## src/rtl/core/asd_pkg.sv

```systemverilog
// Package for the APID sample demultiplexer.
// Holds the request and result structs, the packet type tables and shared constants.
// No dependencies.
`timescale 1ns / 1ps

package asd_pkg;

    typedef struct packed {
        logic        first_byte;
        logic [10:0] packet_id;
        logic [15:0] payload_length;
        logic [7:0]  data_byte;
    } in_t;

    typedef struct packed {
        logic [4:0]  channel;
        logic [15:0] line_number;
        logic [10:0] sample_index;
        logic [15:0] sample;
        logic        end_of_line;
    } out_t;

    typedef struct packed {
        logic       inc;
        logic [4:0] channel;
    } cnt_req_t;

    localparam int unsigned CHANNEL_COUNT = 24;

    localparam logic [10:0] FIRST_APID   = 11'd1105;
    localparam logic [10:0] LAST_APID    = 11'd1111;
    localparam logic [15:0] SAMPLE_START = 16'd28;
    localparam logic [15:0] POS_MAX      = 16'hFFFF;
    localparam logic [15:0] SAMPLE_FLIP  = 16'h8000;

    localparam logic [4:0] SLOT_BASE [0:7] = '{
        5'd0, 5'd1, 5'd2, 5'd16, 5'd17, 5'd18, 5'd23, 5'd0
    };
    localparam logic [3:0] SLOT_LINES [0:7] = '{
        4'd1, 4'd1, 4'd14, 4'd1, 4'd1, 4'd5, 4'd1, 4'd0
    };
    localparam logic [10:0] SLOT_LENGTH [0:7] = '{
        11'd1680, 11'd1680, 11'd105, 11'd105, 11'd105, 11'd105, 11'd105, 11'd105
    };
    localparam logic [15:0] SLOT_MIN_PAYLOAD [0:7] = '{
        16'd3388, 16'd3388, 16'd2968, 16'd238, 16'd238, 16'd1078, 16'd238, 16'hFFFF
    };

endpackage

```

## src/rtl/core/apid_sample_demultiplexer.sv

```systemverilog
// Top level of the APID sample demultiplexer.
// Decodes packet type, assembles 16-bit samples and tags them with channel and line.
// Depends on asd_pkg and asd_line_counters.
//
// Usage: payload bytes enter on the s_ channel, one request per byte, with the
// packet's APID and payload length; first_byte marks payload byte 0. Accepted
// packets of types 1105 to 1111 feed 24 channels. Every second byte of the
// sample area, starting at payload byte 28, completes a big-endian word, and a
// result leaves on the m_ channel with bit 15 of the word inverted, the
// channel, its line number, the index in the line and an end-of-line flag.
// A result is registered: it is valid in the cycle after its byte is
// accepted. Throughput is one byte per cycle while the receiver does not stall, set by
// the single output register, which is refilled in the same cycle it is taken.
// When the receiver stalls with a result waiting, s_ready drops until that
// result is taken. Reset clears the packet state, the output valid and all
// 24 line counters; the block is ready as soon as reset is released.
`timescale 1ns / 1ps

module apid_sample_demultiplexer #(
    parameter int LINE_COUNT_BITS = 16
) (
    input  logic          aclk,
    input  logic          aresetn,
    input  logic          s_valid,
    output logic          s_ready,
    input  asd_pkg::in_t  s_data,
    output logic          m_valid,
    input  logic          m_ready,
    output asd_pkg::out_t m_data
);

    logic [15:0] byte_position_reg, byte_position_next;
    logic [7:0]  held_high_byte_reg, held_high_byte_next;
    logic        packet_accepted_reg, packet_accepted_next;
    logic [2:0]  packet_slot_reg, packet_slot_next;
    logic [3:0]  channel_offset_reg, channel_offset_next;
    logic [10:0] sample_counter_reg, sample_counter_next;
    logic        m_valid_reg, m_valid_next;
    asd_pkg::out_t out_reg, out_next;

    logic        accept;
    logic [15:0] pos;
    logic        cur_accepted;
    logic [2:0]  cur_slot;
    logic [3:0]  cur_offset;
    logic [10:0] cur_counter;
    logic [7:0]  cur_held;
    logic        apid_known;
    logic        active;
    logic        emit;
    logic [4:0]  ch;
    logic [10:0] counter_inc;
    logic        eol;
    asd_pkg::cnt_req_t cnt_req;
    logic [LINE_COUNT_BITS-1:0] rd_count;

    assign s_ready = !m_valid_reg || m_ready;
    assign accept  = s_valid && s_ready;
    assign m_valid = m_valid_reg;
    assign m_data  = out_reg;

    assign apid_known = (s_data.packet_id >= asd_pkg::FIRST_APID)
                     && (s_data.packet_id <= asd_pkg::LAST_APID);

    always_comb begin
        if (s_data.first_byte) begin
            pos          = '0;
            cur_slot     = apid_known ? 3'(s_data.packet_id - asd_pkg::FIRST_APID) : 3'd0;
            cur_accepted = apid_known
                        && (s_data.payload_length >= asd_pkg::SLOT_MIN_PAYLOAD[cur_slot]);
            cur_offset   = '0;
            cur_counter  = '0;
            cur_held     = '0;
        end else begin
            pos          = byte_position_reg;
            cur_slot     = packet_slot_reg;
            cur_accepted = packet_accepted_reg;
            cur_offset   = channel_offset_reg;
            cur_counter  = sample_counter_reg;
            cur_held     = held_high_byte_reg;
        end
    end

    assign active = cur_accepted && (pos >= asd_pkg::SAMPLE_START)
                 && (cur_offset < asd_pkg::SLOT_LINES[cur_slot]);
    assign ch     = asd_pkg::SLOT_BASE[cur_slot] + 5'(cur_offset);
    assign emit   = active && pos[0] && (ch < 5'(asd_pkg::CHANNEL_COUNT));
    assign counter_inc = cur_counter + 11'd1;
    assign eol    = (counter_inc >= asd_pkg::SLOT_LENGTH[cur_slot]);

    assign cnt_req.inc     = accept && emit && eol;
    assign cnt_req.channel = ch;

    asd_line_counters #(
        .LINE_COUNT_BITS(LINE_COUNT_BITS)
    ) u_line_counters (
        .aclk     (aclk),
        .aresetn  (aresetn),
        .req      (cnt_req),
        .rd_count (rd_count)
    );

    always_comb begin
        byte_position_next   = byte_position_reg;
        held_high_byte_next  = held_high_byte_reg;
        packet_accepted_next = packet_accepted_reg;
        packet_slot_next     = packet_slot_reg;
        channel_offset_next  = channel_offset_reg;
        sample_counter_next  = sample_counter_reg;
        m_valid_next         = m_valid_reg && !m_ready;
        out_next             = out_reg;
        if (accept) begin
            byte_position_next   = (pos < asd_pkg::POS_MAX) ? pos + 16'd1 : asd_pkg::POS_MAX;
            packet_accepted_next = cur_accepted;
            packet_slot_next     = cur_slot;
            channel_offset_next  = cur_offset;
            sample_counter_next  = cur_counter;
            held_high_byte_next  = cur_held;
            if (active && !pos[0]) begin
                held_high_byte_next = s_data.data_byte;
            end
            if (emit) begin
                m_valid_next         = 1'b1;
                out_next.channel     = ch;
                out_next.line_number = 16'(rd_count);
                out_next.sample_index = cur_counter;
                out_next.sample      = {cur_held, s_data.data_byte} ^ asd_pkg::SAMPLE_FLIP;
                out_next.end_of_line = eol;
                if (eol) begin
                    sample_counter_next = '0;
                    channel_offset_next = cur_offset + 4'd1;
                end else begin
                    sample_counter_next = counter_inc;
                end
            end
        end
    end

    always_ff @(posedge aclk) begin
        if (!aresetn) begin
            byte_position_reg   <= '0;
            held_high_byte_reg  <= '0;
            packet_accepted_reg <= 1'b0;
            packet_slot_reg     <= '0;
            channel_offset_reg  <= '0;
            sample_counter_reg  <= '0;
            m_valid_reg         <= 1'b0;
        end else begin
            byte_position_reg   <= byte_position_next;
            held_high_byte_reg  <= held_high_byte_next;
            packet_accepted_reg <= packet_accepted_next;
            packet_slot_reg     <= packet_slot_next;
            channel_offset_reg  <= channel_offset_next;
            sample_counter_reg  <= sample_counter_next;
            m_valid_reg         <= m_valid_next;
        end
    end

    always_ff @(posedge aclk) begin
        out_reg <= out_next;
    end

`ifndef NO_ASSERTIONS
    a_no_accept_when_full: assert property (@(posedge aclk) disable iff (!aresetn)
        (m_valid_reg && !m_ready) |-> !accept)
        else $error("request accepted while a result was stalled");

    a_result_ranges: assert property (@(posedge aclk) disable iff (!aresetn)
        m_valid_reg |-> (out_reg.channel < 5'd24) && (out_reg.sample_index < 11'd1680))
        else $error("result channel or sample index out of range");

    a_eol_position: assert property (@(posedge aclk) disable iff (!aresetn)
        (m_valid_reg && out_reg.end_of_line) |->
            (out_reg.sample_index == 11'd104) || (out_reg.sample_index == 11'd1679))
        else $error("end of line at an unexpected sample index");

    a_wide_lines: assert property (@(posedge aclk) disable iff (!aresetn)
        (m_valid_reg && out_reg.end_of_line && (out_reg.channel < 5'd2)) |->
            (out_reg.sample_index == 11'd1679))
        else $error("short line on a wide channel");
`endif

endmodule

```

## src/rtl/core/asd_line_counters.sv

```systemverilog
// Per-channel saturating line counters for the APID sample demultiplexer.
// One read and one increment per cycle at the channel given by the request.
// Depends on asd_pkg.
`timescale 1ns / 1ps

module asd_line_counters #(
    parameter int LINE_COUNT_BITS = 16
) (
    input  logic                       aclk,
    input  logic                       aresetn,
    input  asd_pkg::cnt_req_t          req,
    output logic [LINE_COUNT_BITS-1:0] rd_count
);

    logic [LINE_COUNT_BITS-1:0] cnt_reg [0:asd_pkg::CHANNEL_COUNT-1];
    logic                       in_range;

    assign in_range = (req.channel < 5'(asd_pkg::CHANNEL_COUNT));
    assign rd_count = in_range ? cnt_reg[req.channel] : '0;

    always_ff @(posedge aclk) begin
        if (!aresetn) begin
            for (int i = 0; i < asd_pkg::CHANNEL_COUNT; i++) begin
                cnt_reg[i] <= '0;
            end
        end else if (req.inc && in_range) begin
            if (cnt_reg[req.channel] != {LINE_COUNT_BITS{1'b1}}) begin
                cnt_reg[req.channel] <= cnt_reg[req.channel] + LINE_COUNT_BITS'(1);
            end
        end
    end

endmodule

```

## config.mk

```make
export PLATFORM = sky130hd
export DESIGN_NAME = apid_sample_demultiplexer
export DESIGN_NICKNAME = d
export VERILOG_FILES = /design/src/rtl/core/asd_pkg.sv /design/src/rtl/core/apid_sample_demultiplexer.sv /design/src/rtl/core/asd_line_counters.sv
export SDC_FILE = /design/constraint.sdc
export NUM_CORES = 1
export LEC_CHECK = 0
export BUFFER_PORTS_ARGS = -buffer_cell sky130_fd_sc_hd__buf_2
export CAP_MARGIN = 15
export CORE_ASPECT_RATIO = 1.4
export CORE_MARGIN = 2
export CORE_UTILIZATION = 50
export CTS_CLUSTER_SIZE = 40
export DETAILED_ROUTE_END_ITERATION = 6
export PLACE_DENSITY = 0.66
export SETUP_SLACK_MARGIN = 0.1
export SYNTH_ARGS = -nofsm -noshare
export SYNTH_HDL_FRONTEND = slang
export SYNTH_SLANG_ARGS = --single-unit
```

## constraint.sdc

```tcl
create_clock -name aclk -period 13.8 [get_ports aclk]
set_input_delay 0.69 -clock aclk [delete_from_list [all_inputs] [get_ports aclk]]
set_output_delay 0.69 -clock aclk [all_outputs]
set_load 0.01 [all_outputs]
```

# Word level (Yosys, flattened, before mapping)
# Memories as Yosys holds them, arrays and structs flattened.
# Cells that the tools add are included.
[totals]
register_bits = 93
mem_bits_rw = 384
rom_bits = 288
inputBits = 40
out_inout_bits = 51
elab_cells = 86
mem_count = 5
[op_classes]
addsub = 6
magnitude_cmp = 10
eq_ne = 1
n_mux = 31
bitwise = 3
reduce_logical = 18
[mem_list]
columns = ["name", "words", "width", "rd", "rd_clocked_by_memory_dff", "write_ports", "line_no", "source"]
rows = [
  ["u_line_counters.cnt_reg", 24, 16, 1, 0, 24, "asd_line_counters.sv:15", "logic [LINE_COUNT_BITS-1:0] cnt_reg [0:asd_pkg::CHANNEL_COUNT-1];"],
  ["(no name shown)", 8, 16, 1, 0, 0, "apid_sample_demultiplexer.sv:70", "&& (s_data.payload_length >= asd_pkg::SLOT_MIN_PAYLOAD[cur_slot]);"],
  ["(no name shown)", 8, 11, 1, 0, 0, "apid_sample_demultiplexer.sv:89", "assign eol = (counter_inc >= asd_pkg::SLOT_LENGTH[cur_slot]);"],
  ["(no name shown)", 8, 5, 1, 0, 0, "apid_sample_demultiplexer.sv:86", "assign ch = asd_pkg::SLOT_BASE[cur_slot] + 5'(cur_offset);"],
  ["(no name shown)", 8, 4, 1, 0, 0, "apid_sample_demultiplexer.sv:85", "&& (cur_offset < asd_pkg::SLOT_LINES[cur_slot]);"],
]
[ops]
columns = ["operator", "n"]
rows = [
  ["two-way mux 16 bit", 5],
  ["two-way mux 11 bit", 5],
  ["adder 16 x 1 -> 16 bit, second input constant", 2],
  ["two-way mux 4 bit", 5],
  ["greater-or-equal comparator 16 bit", 1],
  ["greater-or-equal comparator 16 x 5 -> 1 bit, second input constant", 1],
  ["less-than comparator 16 bit, second input constant", 1],
  ["two-way mux 8 bit", 2],
  ["inequality test 16 bit, second input constant", 1],
  ["OR reduction 16 bit", 1],
  ["two-way mux 5 bit", 3],
  ["logical AND 1 bit", 12],
  ["adder 11 x 1 -> 11 bit, second input constant", 1],
  ["greater-or-equal comparator 11 bit", 1],
  ["greater-or-equal comparator 11 bit, second input constant", 1],
  ["<= comparator 11 bit, second input constant", 1],
  ["two-way mux 1 bit", 9],
  ["greater-or-equal comparator 4 bit, second input constant", 2],
  ["NOT 3 -> 4 bit", 2],
  ["two-way mux 3 bit", 2],
  ["adder 5 x 4 -> 5 bit", 1],
  ["less-than comparator 5 bit, second input constant", 1],
  ["adder 4 x 1 -> 4 bit, second input constant", 1],
  ["less-than comparator 4 bit", 1],
  ["5 further kinds", 7],
]

# Depth between registers and ports, before layout
[depth]
depth_word = 22
depth_mapped = 32
mapped_depth_nobuf = 25

# Hierarchy
# Synthesis repeated with hierarchy kept, for this count alone.
[unflattened]
hier_cells = 2184
hier_area_um2 = 29963.7
[by_module_without_submodules]
columns = ["module", "instances", "cells_per_inst", "area_each_um2", "seq_area_each_um2"]
rows = [
  ["asd_line_counters", 1, 1693, 24921.4, 15374.7],
  ["apid_sample_demultiplexer", 1, 491, 5042.3, 2352.3],
]

# Least setup slack after synthesis
# No wires, ideal clock.
[synth_path]
path_type = "input -> register"
startpoint = "in s_data[35] (netlist bit)"
endpoint = "mem u_line_counters.cnt_reg[10][0] (enable)"
setup_ns = 0.372
arrival_time_ns = 7.423
required_ns = 13.428
slack_ns = 6.006
stages = 26
path_buffers = 10
path_cell_list = "buf_2 buf_1 clkbuf_1 clkbuf_1 mux2_2 ha_1 nand2_1 a21boi_0 inv_1 fa_1 inv_1 buf_2 buf_2 mux4_2 mux4_2 o21ai_2 o2111ai_4 clkbuf_1 ha_1 inv_1 nor4b_4 buf_4 or4_1 buf_2 buf_6 nand2_1"
[synth_lines]
columns = ["item", "line_no", "source"]
rows = [
  ["start, declared", "apid_sample_demultiplexer.sv:26", "input asd_pkg::in_t s_data,"],
  ["end, declared", "asd_line_counters.sv:15", ""],
]

==> results by stage <==
STA:
- Clock skew on the completed layout was measured at between 0.03 and 0.04 ns.
- The final period demand of the worst path is 8.24 ns.
- The worst slew margin relative to its limit is between 10% and 20%.
- The number of endpoints with negative hold slack in the final report came to 0.
- The number of max-slew violations in the final report is 0.
- The timing-limited maximum frequency is between 0.1 and 0.15 GHz.
- Setup repair after global routing left no endpoint under its margin.
- At the pin with the least slew margin, the transition time is between 1 and 1.5 ns.
- The accumulated negative setup slack is 0 ns.
- Setup violations remaining at the end of the flow were counted as 0.
- Dividing the final minimum period by the clock period gives 59.7%.

Global route:
- The global-route wire length before repair is 112000 um.
- Across every metal layer, demand over resource in global routing totals 25.7%.
- The initial antenna violation count is 0.
- The met3 usage in global routing is under 10%.
- The maximum number of pins on one net before global-route repair is 66.
- Global routing consumed, on the met2 layer, between 40 and 50% of the routing resources.
- After global routing, the most crowded layer is met2.
- Summed over all layers, the global routing overflow is 0.
- The via count of the first global-routing pass was between 15000 and 20000.
- For this run, global-route usage on met1 was measured as 32.5%.

Synthesis:
- Multiplexer cells account for a little under an eighth of the synthesized area.
- In the synthesized netlist the async set-or-reset flop fraction comes to 0%.
- The instance count of the mapped netlist is between 2000 and 2500.
- For this run, the number of Yosys warnings is 0.
- The post-synthesis compound-gate area fraction is around 6.3%.
- The area fraction in and, or, nand and nor cells after synthesis is about an eighth.
- The synthesized netlist occupies a cell area of between 20000 and 30000 um^2.
- The flop and latch count out of synthesis is 605.
- Of the total synthesized cell area, the portion taken by XOR and XNOR cells is less than 1%.
- For this run, the register share of the synthesized area comes to approximately 63%.
- In this run, synthesis inferred roughly 560 flip-flops with an integrated enable.
- Averaged over all synthesized cells, the footprint is 13.8 um^2.
- The largest family of logic cells by synthesized area is simple AND/OR/NAND/NOR gates.
- In the synthesized netlist the dominant register cell turns out to be edfxtp_1.
- The count of unique library cells instantiated by Yosys is 94.
- The synthesized netlist devotes a little under 2% of its cell area to adder and majority cells.

Floorplan:
- The number of I/O pins is between 90 and 100.
- The number of cell rows is 102.
- The full die area is slightly below 60000 um^2.
- The die is 205 um wide.
- The area of the core is 55500 um^2.
- The initial utilization of the core area, before any placement, comes to 50.8%.
- The overall die height is 285 um.

Clocking:
- The clock reaches the later pin of the worst-skew pair after approximately 0.62 ns.
- The clock root buffer is clkbuf_16.
- The deepest level of the CTS H-tree is 2.
- The clock transition at the registers of the reported paths is roughly 0.070 ns.
- In this run, post-CTS repair resized a total of 0 instances.
- Clock tree synthesis found a total of around 600 sinks.
- The count of hold buffers inserted by post-cts repair is 0.
- TritonCTS built the clock tree.
- The maximum root-to-sink buffer count is 3.
- Once the clock tree was built, the setup fixing pass inserted 0 buffers.
- The number of buffers created by CTS is between 50 and 60.

Setup path:
- The cell family contributing the most delay on the critical path is simple AND/OR/NAND/NOR gates.
- Of all nets on the critical path, the largest fanout is 46.
- STA classifies the critical path endpoint as a flop.
- The worst-path cell with the longest stage delay is and3_1.
- STA puts the critical path data required time at between 10 and 15 ns.
- The arrival time reported for the critical path endpoint is 8.41 ns.
- The number of buffers and inverters on the critical path is 7.
- The startpoint kind of the worst setup timing path is an input pin.
- The delay of the slowest cell on the worst path is 0.72 ns.
- The worst setup path is of the in2reg kind.

Outcome:
- The run finished with clean final reports.

Finish:
- The fraction of the core area covered by cells at the end of the flow is a little under three fifths.
- The antenna cell count is 0.
- From synthesis to final layout, the design area changed by 11.8%.
- The register with the most flip-flops in the layout has between 500 and 600 of them.
- The post-route netlist has between 10% and 20% of its cells at a drive strength greater than 1.
- The final layout contains roughly 2300 nets.

Power:
- Net switching is ~22% of the power.
- The static leakage is roughly 11 nW.
- The power share of the clock group is 42.2%.
- The worst voltage drop across the vdd grid is ~0.11 mV.
- The internal power of the cells totals between 3 and 4 mW.
- The net switching component of the power is ~0.86 mW.
- The part of the total power dissipated in combinational logic is under 10%.
- The share of total power dissipated in sequential elements is a little over half.
- For this design the ratio of total power to cell area is between 100 and 150 nW/um^2.

Route:
- After detailed routing, the number of remaining DRC violations is 0.
- Once detail routing completed, the nets flagged for antenna violations numbered 0.
- After detailed routing, the number of vias per cell comes to 6.05.
- After detailed routing, the average wire length per cell comes to between 20 and 30 um.
- The first detailed-routing pass ran for 7 iterations.
- The detailed router finished its first iteration with between 2000 and 2500 violations.
- The routed design has roughly 75000 um of wire.
- For this block, the via count after detailed routing is between 15000 and 20000.

Min path:
- The tightest min-delay check is of the in2reg type.

Flow run:
- The tool flagged a number of max-cap violations equal to 0.

Placed design:
- The final RePlAce weighted congestion is slightly above 0.9.
- After legalization and detailed placement, the total HPWL measured 50800 um.
- The number of buffers inserted by port buffering is 90.
==> kinds of logic (layout without fill, tap and decap cells) <==
family	after synthesis	after routing
compound gates	238	238
mux	164	164
other cells	1	128
simple gates	751	751
fa+ha+maj	43	43
flops	605	605
xor+xnor	23	23
buf+inv	212	270
==> through the flow <==
step                hold slack [ns]  cells  power [mW]  setup slack [ns]  cell area [um^2]
finish                        0.265   2950        3.95              5.56             31500
global route                  0.264   2950        4.05              5.03             31500
CTS                           0.251   2948        3.96              5.65             31500
detailed placement            0.459   2848        2.32              5.07             29500
global placement              0.448   2847        2.31              5.25             29500
floorplan                     0.435   2164        2.24              6.01             28700
==> layout make-up <==
type	instances	area, um^2
clock buffer	60	1420
multi-input combinational	1347	10000
clock inverter	40	561
fill	4364	24000
timing repair buffer	123	708
sequential	605	17700
inverter	47	176
tap	728	911
==> routing by layer <==
layer	share of wire, %	vias to the layer above
met5	0	-
met1	36	8868
met3	8.8	195
met4	6.4	0
li1	-	7813
met2	49	984
==> cell usage after synthesis, types with 9 or more instances <==
cell type | count | area [um^2]
a32oi_1 | 14 | 123
nand2b_1 | 9 | 56.3
o21ai_0 | 32 | 160
dfxtp_1 | 44 | 881
a31oi_1 | 17 | 106
nand2_1 | 107 | 402
buf_2 | 56 | 280
o211ai_1 | 10 | 75.1
and3_1 | 10 | 62.6
or4_1 | 26 | 195
xnor2_1 | 11 | 96.3
nand3_1 | 48 | 240
nor3_1 | 23 | 115
nor2_1 | 437 | 1640
mux2i_1 | 24 | 240
inv_1 | 41 | 154
a21oi_1 | 49 | 245
mux4_2 | 132 | 2970
clkbuf_1 | 48 | 180
a21o_1 | 9 | 67.6
a22o_1 | 12 | 105
nor2b_1 | 27 | 169
buf_6 | 20 | 225
ha_1 | 42 | 526
edfxtp_1 | 561 | 16800
buf_4 | 36 | 270
and2_1 | 17 | 106
==> placed cells by master (no fill, tap or decap), types with 8 or more instances in the layout <==
cell type	n
ha_1	41
o211ai_1	10
and3_1	10
bufinv_16	11
buf_4	30
a31oi_1	17
nor2_1	437
and2_1	17
dfxtp_1	44
o21ai_0	32
clkbuf_16	56
a2111oi_0	8
o221a_2	8
a22o_1	12
nand2_1	107
inv_1	40
a222oi_1	8
nor2b_1	27
a21oi_1	49
clkinv_2	8
nand3_1	48
buf_2	91
a32oi_1	14
nand2b_1	9
conb_1	128
mux4_2	132
or4_1	26
nor3_1	23
mux2i_1	24
mux2_2	8
a21o_1	9
edfxtp_1	561
==> power by group through the flow <==
stage	combinational (mW)	clock, mW	sequential [mW]
2_1_floorplan	0.106	0	2.13
3_3_place_gp	0.166	0	2.15
3_5_place_dp	0.170	0	2.15
4_1_cts	0.170	1.68	2.11
5_1_grt	0.183	1.75	2.12
6_report	0.173	1.67	2.11
==> final timing paths <==
| path | start | end | slack [ns] | cells past startpoint |
|---|---|---|---|---|
| max | s_data[24] | u_line_counters.cnt_reg[6][0]$_SDFFCE_PN0P_ | 5.56 | 25 |
| min | s_data[6] | m_data[7]$_DFFE_PP_ | 0.26 | 1 |
| max reg2reg | packet_slot_reg[2]$_SDFFE_PN0P_ | u_line_counters.cnt_reg[6][0]$_SDFFCE_PN0P_ | 6.35 | 15 |
| min reg2reg | held_high_byte_reg[3]$_SDFFE_PN0P_ | held_high_byte_reg[3]$_SDFFE_PN0P_ | 0.48 | 1 |
(Power assumes the default switching activity.)
